--- src/hdl/q15sc_pkg.sv ---
// ----------------------------------------------------------------------------
// q15sc_pkg
// Shared types, coefficients and the normalized Q15 multiply for the
// sine/cosine polynomial pipeline.
// ----------------------------------------------------------------------------
package q15sc_pkg;

    localparam int W = 16;

    // polynomial coefficients
    localparam logic signed [W-1:0] C_LIN  = 16'sd18705;
    localparam logic signed [W-1:0] C_C3   = -16'sd21166;
    localparam logic signed [W-1:0] C_C5   = 16'sd2611;
    localparam logic signed [W-1:0] C_C7   = -16'sd152;
    localparam logic signed [W-1:0] C_K2   = -16'sd7656;
    localparam logic signed [W-1:0] C_K8   = 16'sd30;
    localparam logic signed [W-1:0] C_K4   = 16'sd8311;
    localparam logic signed [W-1:0] C_K6   = -16'sd683;
    localparam logic signed [W-1:0] C_ONE  = 16'sd32767;

    // edge correction terms for phase -32768
    localparam logic signed [W-1:0] CORR_COS   = -16'sd57;
    localparam logic signed [W-1:0] CORR_SIN   = -16'sd28123;
    localparam logic [W-1:0]        PHASE_EDGE = 16'h8000;

    // stage 1: products of the phase
    typedef struct packed {
        logic [W-1:0] ph;
        logic [W-1:0] sq;
        logic [W-1:0] lin;
        logic [W-1:0] c3;
        logic [W-1:0] c5;
        logic [W-1:0] c7;
        logic         corr;
    } t_st1;

    // stage 2: products of the square
    typedef struct packed {
        logic [W-1:0] s;
        logic [W-1:0] c;
        logic [W-1:0] sq;
        logic [W-1:0] quad;
        logic [W-1:0] s3;
        logic [W-1:0] k2;
        logic [W-1:0] c5;
        logic [W-1:0] c7;
        logic         corr;
    } t_st2;

    // stage 3: products of the fourth power
    typedef struct packed {
        logic [W-1:0] s;
        logic [W-1:0] c;
        logic [W-1:0] quad;
        logic [W-1:0] hex;
        logic [W-1:0] s5;
        logic [W-1:0] k8c;
        logic [W-1:0] k4;
        logic [W-1:0] c7;
        logic         corr;
    } t_st3;

    // stage 4: last products
    typedef struct packed {
        logic [W-1:0] s;
        logic [W-1:0] c;
        logic [W-1:0] k6;
        logic [W-1:0] s7;
        logic [W-1:0] k8;
    } t_st4;

    // ((a*b >> 14) + 1) >> 1, kept to 16 bits
    function automatic logic [W-1:0] qmul(input logic signed [W-1:0] a,
                                          input logic signed [W-1:0] b);
        logic signed [2*W-1:0] p;
        logic [2*W-1:0]        u;
        p = (2*W)'(a) * (2*W)'(b);
        u = p + 32'd16384;
        return u[2*W-2:W-1];
    endfunction

endpackage

--- src/hdl/q15sc_front.sv ---
// ----------------------------------------------------------------------------
// q15sc_front
// Stages 1 and 2: products of the phase, then products of its square.
// ----------------------------------------------------------------------------
module q15sc_front (
    input  logic               i_clk,
    input  logic               i_rst_n,
    input  logic               i_valid,
    output logic               o_ready,
    input  logic [15:0]        i_phase,
    input  logic               i_corr_en,
    output logic               o_valid,
    input  logic               i_ready,
    output q15sc_pkg::t_st2    o_data
);

    logic            r_vld1, r_vld2;
    logic            w_rdy1, w_rdy2;
    q15sc_pkg::t_st1 r_st1, n_st1;
    q15sc_pkg::t_st2 r_st2, n_st2;

    assign w_rdy2  = !r_vld2 || i_ready;
    assign w_rdy1  = !r_vld1 || w_rdy2;
    assign o_ready = w_rdy1;
    assign o_valid = r_vld2;
    assign o_data  = r_st2;

    always_comb begin
        n_st1.ph   = i_phase;
        n_st1.sq   = q15sc_pkg::qmul(i_phase, i_phase);
        n_st1.lin  = q15sc_pkg::qmul(i_phase, q15sc_pkg::C_LIN);
        n_st1.c3   = q15sc_pkg::qmul(i_phase, q15sc_pkg::C_C3);
        n_st1.c5   = q15sc_pkg::qmul(i_phase, q15sc_pkg::C_C5);
        n_st1.c7   = q15sc_pkg::qmul(i_phase, q15sc_pkg::C_C7);
        n_st1.corr = i_corr_en && (i_phase == q15sc_pkg::PHASE_EDGE);
    end

    always_comb begin
        n_st2.s    = r_st1.ph + r_st1.lin;
        n_st2.c    = q15sc_pkg::C_ONE - r_st1.sq;
        n_st2.sq   = r_st1.sq;
        n_st2.quad = q15sc_pkg::qmul(r_st1.sq, r_st1.sq);
        n_st2.s3   = q15sc_pkg::qmul(r_st1.sq, r_st1.c3);
        n_st2.k2   = q15sc_pkg::qmul(r_st1.sq, q15sc_pkg::C_K2);
        n_st2.c5   = r_st1.c5;
        n_st2.c7   = r_st1.c7;
        n_st2.corr = r_st1.corr;
    end

    always_ff @(posedge i_clk) begin
        if (!i_rst_n) begin
            r_vld1 <= 1'b0;
            r_vld2 <= 1'b0;
        end else begin
            if (w_rdy1) r_vld1 <= i_valid;
            if (w_rdy2) r_vld2 <= r_vld1;
        end
    end

    always_ff @(posedge i_clk) begin
        if (w_rdy1 && i_valid) r_st1 <= n_st1;
        if (w_rdy2 && r_vld1)  r_st2 <= n_st2;
    end

endmodule

--- config.mk ---
export PLATFORM = sky130hd
export DESIGN_NAME = q15sc_front
export DESIGN_NICKNAME = d
export VERILOG_FILES = /design/src/hdl/q15sc_pkg.sv /design/src/hdl/q15sc_front.sv
export SDC_FILE = /design/constraint.sdc
export NUM_CORES = 2
export LEC_CHECK = 0
export ABC_AREA = 1
export BUFFER_PORTS_ARGS = -buffer_cell sky130_fd_sc_hd__buf_2
export CAP_MARGIN = 20
export CORE_UTILIZATION = 60
export CTS_CLUSTER_DIAMETER = 50
export DETAILED_ROUTE_END_ITERATION = 8
export PLACE_DENSITY = 0.8
export SETUP_SLACK_MARGIN = 0.15
export SLEW_MARGIN = 20
export SYNTH_ARGS = -nofsm -noshare
export SYNTH_HDL_FRONTEND = slang
export SYNTH_SLANG_ARGS = --single-unit
--- constraint.sdc ---
create_clock -name i_clk -period 7.2 [get_ports i_clk]
set_clock_uncertainty 0.2 [all_clocks]
set_input_delay 1.08 -clock i_clk [delete_from_list [all_inputs] [get_ports i_clk]]
set_output_delay 1.08 -clock i_clk [all_outputs]
set_load 0.1 [all_outputs]
# == Yosys cells after proc, flatten, opt, wreduce, memory -nomap -nowiden ==
# Cells that the tools add are included.
# totals
input_bits,21
word_cells,44
output_inout_bits,131
reg_bits,228
# op_classes
eq_ne,1
n_reduce_logical,7
addsub,10
mul,8
# op_table
operator,n
"adder 31 x 15 -> 31 bit, second input constant",5
multiplier 16 x 16 -> 31 bit,3
"adder 30 x 16 -> 31 bit, second input constant",1
"multiplier 16 x 16 -> 31 bit, second input constant",1
"adder 29 x 16 -> 30 bit, second input constant",1
"multiplier 16 x 15 -> 30 bit, second input constant",1
"multiplier 16 x 13 -> 29 bit, second input constant",1
"multiplier 16 x 11 -> 27 bit, second input constant",1
"adder 25 x 16 -> 26 bit, second input constant",1
"multiplier 16 x 6 -> 22 bit, second input constant",1
adder 16 bit,1
"equality test 16 bit, second input constant",1
"subtractor 15 x 16 -> 16 bit, first input constant",1
logical AND 1 bit,3
zero test 1 bit,2
logical OR 1 bit,2

# == Depth between registers and ports, before layout ==
# logic_depth
word_depth,4
depth_mapped,28
ltp_nobuf,27

# == Worst setup path after synthesis ==
# OpenSTA, ideal clock, no wires.
# synth_timing
path_type,input-to-reg
from,in i_ready
to,"reg r_st2, in the netlist o_data[0] (enable)"
arrival_time_ps,6994
cell_stages,2
setup_slack_ps,-636
path_buffers,0
setup_ps,642
required_time_ps,6358
cell_sequence,inv_1 a21oi_1
# synth_via
elab_chain_cells,2
# synth_lines
item,line,text
"start, declared",q15sc_front.sv:13,"input logic i_ready,"
logical OR 1 bit,q15sc_front.sv:22,assign w_rdy2 = !r_vld2 || i_ready;
logical AND 1 bit,q15sc_front.sv:62,if (w_rdy2 && r_vld1) r_st2 <= n_st2;
"end signal, assigned",q15sc_front.sv:62,
"end, declared",q15sc_front.sv:20,"q15sc_pkg::t_st2 r_st2, n_st2;"
# Every way passes these cells.
# A chain may end at the register's enable or synchronous reset.

==> reports/qor.txt <==
CP Launch Point: n_st2[93]
Initial antenna violation count: 2
Number of synthesized register bits: 215
Initial core utilization: 0.605
Gr usage total: 0.318
Diode count: 0
Port Buf Inserts: 151
Hold wc startpoint: n_st2[28]
Io pins: 152
Tcrit/Tclk final: 0.950
Post-CTS sizing: 0
Met2 Routed Length: 68.0 mm
Met3 WL: 9.35 mm
Dpl hpwl: 116 mm
Sequential fraction of the synthesis area: 0.123
Vias in the first global route: 42700
Post-CTS Setup Repair Bufs: 0
Outcome: completed
Syn nets: 7713
Routed len/inst: 18.3 um
EDFF count, synth: 213
Synth cell types: 57
Final Net Count: 7931
Die W: 298 um
TritonCTS clock tree: built
Area leader, netlist: fa_1
Max layer used: met5
Clk pin slew, worst setup/hold paths: 0.06 ns
Max_cap viols: 0
Hold buffers post-CTS: 0
Setup_tns: 0 ns
Ys async rst share: 0
Final Hold Fails: 0
Worst r2r src: n_st2[93]
Setup violators final: 0
Via-to-Cell Ratio: 5.33
Setup ws final: 0.358 ns
Die height: 298 um
Layout cells sized above 1: 0.0786
Top-count cell post-synth: inv_1
Worst-Skew Late Latency: 0.60 ns
Clock root cell: clkbuf_16
Crit Path Category: reg -> reg
Max clock buf depth: 3
Required @ worst endpoint: 7.35 ns
TritonCTS Buffers: 34
Die ar.: 88700 um2
Slew HR: 0.389
Max Clock Freq: 0.146 GHz
Least-Margin Pin Slew: 0.917 ns
H-tree level count: 2
Total grt overflow: 0
Minimum clock period: 6.84 ns
Drt drc: 0
Netlist Area Pre-Place: 52500 um2
Via Count: 39700
Final WL: 137 mm
Area Overhead vs Synth: 7.61%
Max Slew Vio Count: 0
Pre-antenna DRT Iters: 8
Crit-path max FO: 15
Yosys top cell area share: 0.356
Top_reg_cell synth: edfxtp_1
Avg Inst Size Synth: 8.67 um2
Core Area: 86800 um2
Site Rows: 108
Synth top area cells: fa_1 (36%), ha_1 (17%), inv_1 (12%)
YS warnings: 0
Setup Slack @ Placement: 0.134 ns
Clock Sinks: 215
Drt initial violations: 2605
Filler Cell Count: 7155
Arr. time, crit path: 6.99 ns
Worst hold margin: 0.223 ns
Commonest cells in the netlist: inv_1 (1736), nand2_1 (1125), fa_1 (933)
Hold Crit Class: reg -> reg
Element type at the critical path end: flip-flop
Startpoint Class: flip-flop
Routed Antenna Nets: 0
GPL Wtd Cong: 0.988
Largest net degree at the start of global routing: 62
Synthesized instance count: 6052
WL met1: 52.3 mm
RSZ-0062 raised after global routing: no
Wire length of the first global-routing pass: 221 mm
logic make-up after synthesis:
family	count (synthesis)	share of synthesized area
AOI/OAI and AO/OA	418	0.0454
xor gates and xnor gates	205	0.0347
adders and majority gates	1640	0.524
buffers and inverters	1878	0.135
DFF	215	0.123
and+or+nand+nor	1696	0.138
worst max-delay path: stages, from the launching register on:
cell and delay, ns:
edfxtp_1 0.91, buf_4 0.27, buf_4 0.18, nand2_1 0.09
fa_1 0.47, fa_1 0.54, inv_1 0.06, fa_1 0.49
fa_1 0.53, fa_1 0.50, inv_1 0.05, fa_1 0.47
inv_1 0.04, ha_1 0.35, nand2_1 0.09, nand2_1 0.08
a21oi_1 0.21, inv_1 0.09, a21oi_1 0.24, o211ai_1 0.14
a21oi_1 0.35, nand3b_1 0.17, nand2_1 0.05
cell type report:
type                       count  area [um2]  area share
multi-input combinational   3959       39000       0.690
inverter                    1768        6640       0.118
sequential                   215        6440       0.114
timing repair buffer         292        1870      0.0330
tap                         1155        1450      0.0256
clock buffer                  36         858      0.0152
clock inverter                26         258     0.00456
path summary, 6_finish.rpt:
path	end	slack, ns	cells after the start
setup / recovery	o_data[64]	0.36	22
setup reg to reg	o_data[64]	0.36	22
hold reg to reg	o_data[28]	0.22	0
hold / removal	o_data[28]	0.22	0
placed cells by master, fill, tap and decap left out, types with 58 or more instances in the layout:
master    synthesis  layout
o21ai_0         110     110
nand3_1         135     135
nand4_1          58      58
ha_1            707     707
xor2_1          129     129
edfxtp_1        213     213
inv_1          1736    1735
nor2_1          219     219
buf_4             8     138
nand2_1        1125    1125
a21oi_1         205     204
fa_1            933     933
buf_2             3     150
xnor2_1          74      74
state kept, by name, summed over array words and instances, names as in the netlist:
register  flops
n_st2        43
o_data      122
o_valid       1
r_st1        48
r_vld1        1
layer usage:
metal	vias up	global-route usage
met1	19500	0.382
met4	4	0.143
met3	351	0.0537
met5	-	0
li1	18500	-
met2	1416	0.559
stage by stage:
stage	std cells	util	cell area, um2
6_report	7451	0.651	56500
5_1_grt	7451	0.651	56500
4_1_cts	7451	0.651	56500
3_5_place_dp	7389	0.638	55400
3_3_place_gp	7389	0.638	55400
2_1_floorplan	6052	-	52500
Power is not shown: default switching activity piles up to over one toggle a cycle in this logic, so the estimate is an artifact.
