[src/hdl/q15sc_pkg.sv]
// ----------------------------------------------------------------------------
// q15sc_pkg
// Shared types, coefficients and the normalized Q15 multiply for the
// sine/cosine polynomial pipeline.
// ----------------------------------------------------------------------------
package q15sc_pkg;

    localparam int W = 16;

    // polynomial coefficients
    localparam logic signed [W-1:0] C_LIN  = 16'sd18705;
    localparam logic signed [W-1:0] C_C3   = -16'sd21166;
    localparam logic signed [W-1:0] C_C5   = 16'sd2611;
    localparam logic signed [W-1:0] C_C7   = -16'sd152;
    localparam logic signed [W-1:0] C_K2   = -16'sd7656;
    localparam logic signed [W-1:0] C_K8   = 16'sd30;
    localparam logic signed [W-1:0] C_K4   = 16'sd8311;
    localparam logic signed [W-1:0] C_K6   = -16'sd683;
    localparam logic signed [W-1:0] C_ONE  = 16'sd32767;

    // edge correction terms for phase -32768
    localparam logic signed [W-1:0] CORR_COS   = -16'sd57;
    localparam logic signed [W-1:0] CORR_SIN   = -16'sd28123;
    localparam logic [W-1:0]        PHASE_EDGE = 16'h8000;

    // stage 1: products of the phase
    typedef struct packed {
        logic [W-1:0] ph;
        logic [W-1:0] sq;
        logic [W-1:0] lin;
        logic [W-1:0] c3;
        logic [W-1:0] c5;
        logic [W-1:0] c7;
        logic         corr;
    } t_st1;

    // stage 2: products of the square
    typedef struct packed {
        logic [W-1:0] s;
        logic [W-1:0] c;
        logic [W-1:0] sq;
        logic [W-1:0] quad;
        logic [W-1:0] s3;
        logic [W-1:0] k2;
        logic [W-1:0] c5;
        logic [W-1:0] c7;
        logic         corr;
    } t_st2;

    // stage 3: products of the fourth power
    typedef struct packed {
        logic [W-1:0] s;
        logic [W-1:0] c;
        logic [W-1:0] quad;
        logic [W-1:0] hex;
        logic [W-1:0] s5;
        logic [W-1:0] k8c;
        logic [W-1:0] k4;
        logic [W-1:0] c7;
        logic         corr;
    } t_st3;

    // stage 4: last products
    typedef struct packed {
        logic [W-1:0] s;
        logic [W-1:0] c;
        logic [W-1:0] k6;
        logic [W-1:0] s7;
        logic [W-1:0] k8;
    } t_st4;

    // ((a*b >> 14) + 1) >> 1, kept to 16 bits
    function automatic logic [W-1:0] qmul(input logic signed [W-1:0] a,
                                          input logic signed [W-1:0] b);
        logic signed [2*W-1:0] p;
        logic [2*W-1:0]        u;
        p = (2*W)'(a) * (2*W)'(b);
        u = p + 32'd16384;
        return u[2*W-2:W-1];
    endfunction

endpackage

[src/hdl/q15sc_back.sv]
// ----------------------------------------------------------------------------
// q15sc_back
// Stages 3 and 4: products of the fourth and sixth powers, partial sums.
// ----------------------------------------------------------------------------
module q15sc_back (
    input  logic               i_clk,
    input  logic               i_rst_n,
    input  logic               i_valid,
    output logic               o_ready,
    input  q15sc_pkg::t_st2    i_data,
    output logic               o_valid,
    input  logic               i_ready,
    output q15sc_pkg::t_st4    o_data
);

    logic            r_vld3, r_vld4;
    logic            w_rdy3, w_rdy4;
    q15sc_pkg::t_st3 r_st3, n_st3;
    q15sc_pkg::t_st4 r_st4, n_st4;

    assign w_rdy4  = !r_vld4 || i_ready;
    assign w_rdy3  = !r_vld3 || w_rdy4;
    assign o_ready = w_rdy3;
    assign o_valid = r_vld4;
    assign o_data  = r_st4;

    always_comb begin
        n_st3.s    = i_data.s + i_data.s3;
        n_st3.c    = i_data.c + i_data.k2;
        n_st3.quad = i_data.quad;
        n_st3.hex  = q15sc_pkg::qmul(i_data.quad, i_data.sq);
        n_st3.s5   = q15sc_pkg::qmul(i_data.quad, i_data.c5);
        n_st3.k8c  = q15sc_pkg::qmul(i_data.quad, q15sc_pkg::C_K8);
        n_st3.k4   = q15sc_pkg::qmul(i_data.quad, q15sc_pkg::C_K4);
        n_st3.c7   = i_data.c7;
        n_st3.corr = i_data.corr;
    end

    always_comb begin
        // correction lands before the seventh/sixth order terms
        n_st4.s  = r_st3.s + r_st3.s5 + (r_st3.corr ? q15sc_pkg::CORR_SIN : 16'd0);
        n_st4.c  = r_st3.c + r_st3.k4 + (r_st3.corr ? q15sc_pkg::CORR_COS : 16'd0);
        n_st4.k6 = q15sc_pkg::qmul(r_st3.hex, q15sc_pkg::C_K6);
        n_st4.s7 = q15sc_pkg::qmul(r_st3.hex, r_st3.c7);
        n_st4.k8 = q15sc_pkg::qmul(r_st3.quad, r_st3.k8c);
    end

    always_ff @(posedge i_clk) begin
        if (!i_rst_n) begin
            r_vld3 <= 1'b0;
            r_vld4 <= 1'b0;
        end else begin
            if (w_rdy3) r_vld3 <= i_valid;
            if (w_rdy4) r_vld4 <= r_vld3;
        end
    end

    always_ff @(posedge i_clk) begin
        if (w_rdy3 && i_valid) r_st3 <= n_st3;
        if (w_rdy4 && r_vld3)  r_st4 <= n_st4;
    end

endmodule

[config.mk]
export PLATFORM = sky130hd
export DESIGN_NAME = q15sc_back
export DESIGN_NICKNAME = d
export VERILOG_FILES = /design/src/hdl/q15sc_pkg.sv /design/src/hdl/q15sc_back.sv
export SDC_FILE = /design/constraint.sdc
export NUM_CORES = 2
export LEC_CHECK = 0
export BUFFER_PORTS_ARGS = -buffer_cell sky130_fd_sc_hd__buf_2
export CORE_MARGIN = 8
export CORE_UTILIZATION = 55
export CTS_CLUSTER_SIZE = 16
export DETAILED_ROUTE_END_ITERATION = 6
export PLACE_DENSITY = 0.72
export REMOVE_ABC_BUFFERS = 1
export SYNTH_ARGS = -nofsm -noshare
export SYNTH_HDL_FRONTEND = slang
export SYNTH_SLANG_ARGS = --single-unit
[constraint.sdc]
create_clock -name i_clk -period 10.4 [get_ports i_clk]
set_input_delay 2.6 -clock i_clk [delete_from_list [all_inputs] [get_ports i_clk]]
set_output_delay 2.6 -clock i_clk [all_outputs]
set_load 0.02 [all_outputs]
# Yosys cells after proc, flatten, opt, wreduce, memory -nomap -nowiden
# Cells that the tools add are included.
dict set report totals {
  register_bits 203
  inputBits 133
  out_inout_bits 82
}
dict set report classes {
  addsub 13
  multipliers 7
  mux 2
  reduce_logical 6
}
# operator n
set ops {}
lappend ops {{adder 31 x 15 -> 31 bit (second input constant)} 4}
lappend ops {{adder 16 bit} 6}
lappend ops {{multiplier 16 x 16 -> 31 bit} 3}
lappend ops {{2-to-1 mux 16 bit} 2}
lappend ops {{adder 31 x 16 -> 31 bit (second input constant)} 1}
lappend ops {{multiplier 16 x 15 -> 31 bit (second input constant)} 1}
lappend ops {{adder 27 x 16 -> 28 bit (second input constant)} 1}
lappend ops {{multiplier 16 x 11 -> 27 bit (second input constant)} 1}
lappend ops {{multiplier 16 x 8 -> 24 bit} 1}
lappend ops {{adder 22 x 16 -> 23 bit (second input constant)} 1}
lappend ops {{multiplier 16 x 5 -> 21 bit (second input constant)} 1}
lappend ops {{logical AND 1 bit} 2}
lappend ops {{logical NOT 1 bit} 2}
lappend ops {{logical OR 1 bit} 2}

# Logic depth before layout (Yosys ltp)
dict set report depth {
  word_depth 4
  ltp_mapped 25
  mapped_depth_nobuf 23
}

# Worst setup path after synthesis
# No wires, ideal clock.
dict set report synth_timing {
  path_type {input port to flip-flop}
  start {input port i_data[77] (netlist bit)}
  end {register r_st3[79] (netlist bit), data pin}
  arrival_ns 8.460
  t_required_ns 10.220
  setup_slack_ns 1.760
  cell_stages 22
  path_buffers 2
  cell_sequence {clkbuf_1 -> clkbuf_1 -> nand2_1 -> fa_1 -> fa_1 -> fa_1 -> inv_1 -> fa_1 -> fa_1 -> inv_1 -> fa_1 -> inv_1 -> ha_1 -> nor4_2 -> o221ai_1 -> a21o_1 -> a31o_4 -> a221oi_4 -> o211ai_2 -> a41o_1 -> a2111o_1 -> o311ai_1}
}
# element line
set synth_rtl {}
lappend synth_rtl {{start, declared} q15sc_back.sv:10} ;# input q15sc_pkg::t_st2 i_data,
lappend synth_rtl {{end signal, assigned} q15sc_back.sv:59} ;# if (w_rdy3 && i_valid) r_st3 <= n_st3;
lappend synth_rtl {{end, declared} q15sc_back.sv:18} ;# q15sc_pkg::t_st3 r_st3, n_st3;

==> metrics <==
Setup Skew=0.0178 ns; largest net degree at the start of global routing=80; setup TNS=0 ns; CP peak stage delay=0.73 ns; required time worst endpoint=10.65 ns; xor/xnor cell area share of the yosys netlist=3.99%; synthesized flop and latch total=200; Detailed Route Iter0 Violations=1637; post-synth cell types=77; setup ws final=1.61 ns; synthesis-to-layout area growth=5.62%; Crit path arrival time=9.04 ns; Util after Layout=58.5%; core area=90000 um^2; placed cell area=52100 um^2; CTS sink cnt=200; Min-Delay Path Depth=1; gr ovfl total=0; Yosys top cell by area=fa_1; # hold bufs at CTS=0; Mean Syn Cell Area=9.86 um^2; unrepaired setup endpoints after global routing=no; hpwl dp=90500 um; FF-to-FF End=o_data[30]; largest family of logic cells by synthesized area=adder cells; drt pass-1 iters=5; CTS max path bufs=2; Final Max Slew Viols=0; Vias=33500; CTS buffer count=17; Finished Cell Area=52700 um^2; wire length per cell=17.1 um; Max H-tree Level=4; Area contributors post-synth=fa_1 (42%), ha_1 (14%), edfxtp_1 (12%); crit-path max FO=28; slowest CP cell=a2111oi_2; die height=317 um; Layout Nets=6907; CTS tree=built; vias in the first global route=37300; Rel. slew slack=28.0%; Starting Density=55.4%; Worst path most repeated cell=fa_1; total die area=101000 um^2; antenna violations before repair=4; post-CTS setup buffers=0; mux cell area share after synthesis=0.181%; Synth top area share=41.5%; Period minus WS final=8.79 ns; Synth Area in Simple Gates=12.8%; Worst Hold Class=reg2reg; total track usage=22.9%; crit path capture type=flip-flop; Cells after Synth=5058; Post-CTS Resized=0; worst-margin pin slew=1.08 ns; Synth async-reset ratio=0%; yosys synthesis warning count=0; share of layout cells above drive strength 1=5.86%; IO buf count=214; Synth Cell Area=49900 um^2; clock-pin slew on the worst setup and hold paths=0.08 ns; EDFF count, synth=198; Max Cap Violations=0; DRC=0; compound-gate portion of the synthesized area=4.90%; Routed Antenna Nets=0; Die Wd=317 um; Post-Place Setup Slack=1.12 ns; R2R Setup Slk=3.02 ns; Hold Startpoint=r_vld3; worst skew pair latency=0.50 ns; DR vias/cell=5.26; clk root buf=clkbuf_16; first-pass GRT wire length=186000 um; CP Cell Sequence=buf_2, nand2_1, fa_1, fa_1, fa_1, inv_1, fa_1, fa_1, inv_1, fa_1, inv_1, ha_1, a21o_1, a21oi_1, a21boi_0, o21ai_0, a2111oi_2, a211oi_1, o31ai_1, a21oi_1, xnor2_1; total wire length=109000 um; RD Place Congestion=0.849; standard-cell row count=110; R2R depth=21; CP Class=in2reg; Synth Area in Adders=55.6%; critical path launch point type=primary input; Reg2Reg Launch Point=r_st3[70]; I/O Pins=215; Setup violations, final=0; status=complete, no violations; sequential share of the synthesized area=12.0%; final hold vios=0; fmax=0.114 GHz; Hold Crit Endpoint=o_valid; commonest register cell after synthesis=edfxtp_1; Tcrit/Tclk final=84.6%
## kinds of logic (layout without fill, tap and decap cells)
group / Yosys count / after routing
multiplexers: 9 / 9
buffers and inverters: 1397 / 1530
other: 0 / 3
XOR/XNOR: 227 / 227
flip-flops: 200 / 200
AO/OA/AOI/OAI: 362 / 362
adder cells (fa/ha/maj): 1596 / 1596
AND/OR/NAND/NOR: 1267 / 1267
## worst max-delay path by stage
stage	startpoint	to	slack (ns)	cells past startpoint
floorplan	i_data[85]	r_st3[79]	2.20	21
global placement	i_data[71]	r_st3[64]	1.26	23
detailed placement	i_data[75]	r_st3[64]	1.12	21
CTS	i_data[75]	r_st3[64]	1.66	21
global route	i_data[71]	r_st3[64]	1.31	23
finish	i_data[75]	r_st3[64]	1.61	21
## synth_stat cells (all sizes together) (11+ instances only)
cell    instances
nor2          155
o21a           20
ha            562
xnor2         161
and3           17
nand2         453
xor2           66
nand2b         17
a31oi          11
inv          1254
fa           1034
a21o           24
nor3           50
a21boi         18
nor2b          33
a21oi          92
nand3          34
clkbuf        133
o21ai          80
edfxtp        198
a211oi         21
or3            18
and2          445
## cells in the final DEF, fill, tap and decap left out, drive strengths merged, types with 11 or more instances in the layout
master,synthesis,layout
nand2b,17,17
a211oi,21,21
o21ai,80,80
nand3,34,34
a31oi,11,11
and2,445,445
fa,1034,1034
a21o,24,24
a21boi,18,18
edfxtp,198,198
or3,18,18
xnor2,161,161
nor3,50,50
a21oi,92,92
xor2,66,66
nor2b,33,33
nor2,155,155
clkbuf,133,19
and3,17,17
buf,10,244
nand2,453,453
inv,1254,1260
o21a,20,20
ha,562,562
## through the flow
| stage | hold WS (ns) | cells |
|---|---|---|
| global placement | 0.504 | 6335 |
| detailed placement | 0.525 | 6335 |
| global route | 0.601 | 6369 |
| CTS | 0.547 | 6367 |
| finish | 0.535 | 6370 |
| floorplan | 0.477 | 4915 |
## state kept, by name, summed over array words and instances (netlist names)
name	flops
r_st3	121
o_data	77
o_valid	1
r_vld3	1
## layer usage
layer  global-route usage [%]  wire length (um)  part of all wire [%]  up-vias
met4                     6.18              2280                   2.1        2
met1                     29.6             46200                    42    17000
met2                     40.4             54600                    50      803
li1                         -                 -                     -    15600
met3                     3.34              5730                   5.3      146
met5                        0                13                 0.012        -
## cell type report
class,count,area (um^2)
diodes,3,7.51
clock buffers,19,433
clock inverters,13,134
fillers,7688,37300
inverters,1254,4710
multi-input cells,3461,38600
flip-flops and latches,200,5990
well taps,1176,1470
repair buffers,244,1300
## worst max-delay path, delay by kind of cell
kind | cells | cell delay (ns)
buffers and inverters | 4 | 0.72
AND/OR/NAND/NOR | 1 | 0.18
adder cells (fa/ha/maj) | 7 | 3.36
XOR/XNOR | 1 | 0.14
AO/OA/AOI/OAI | 8 | 2.00
Power is not shown: default switching activity piles up to over one toggle a cycle in this logic, so the estimate is an artifact.
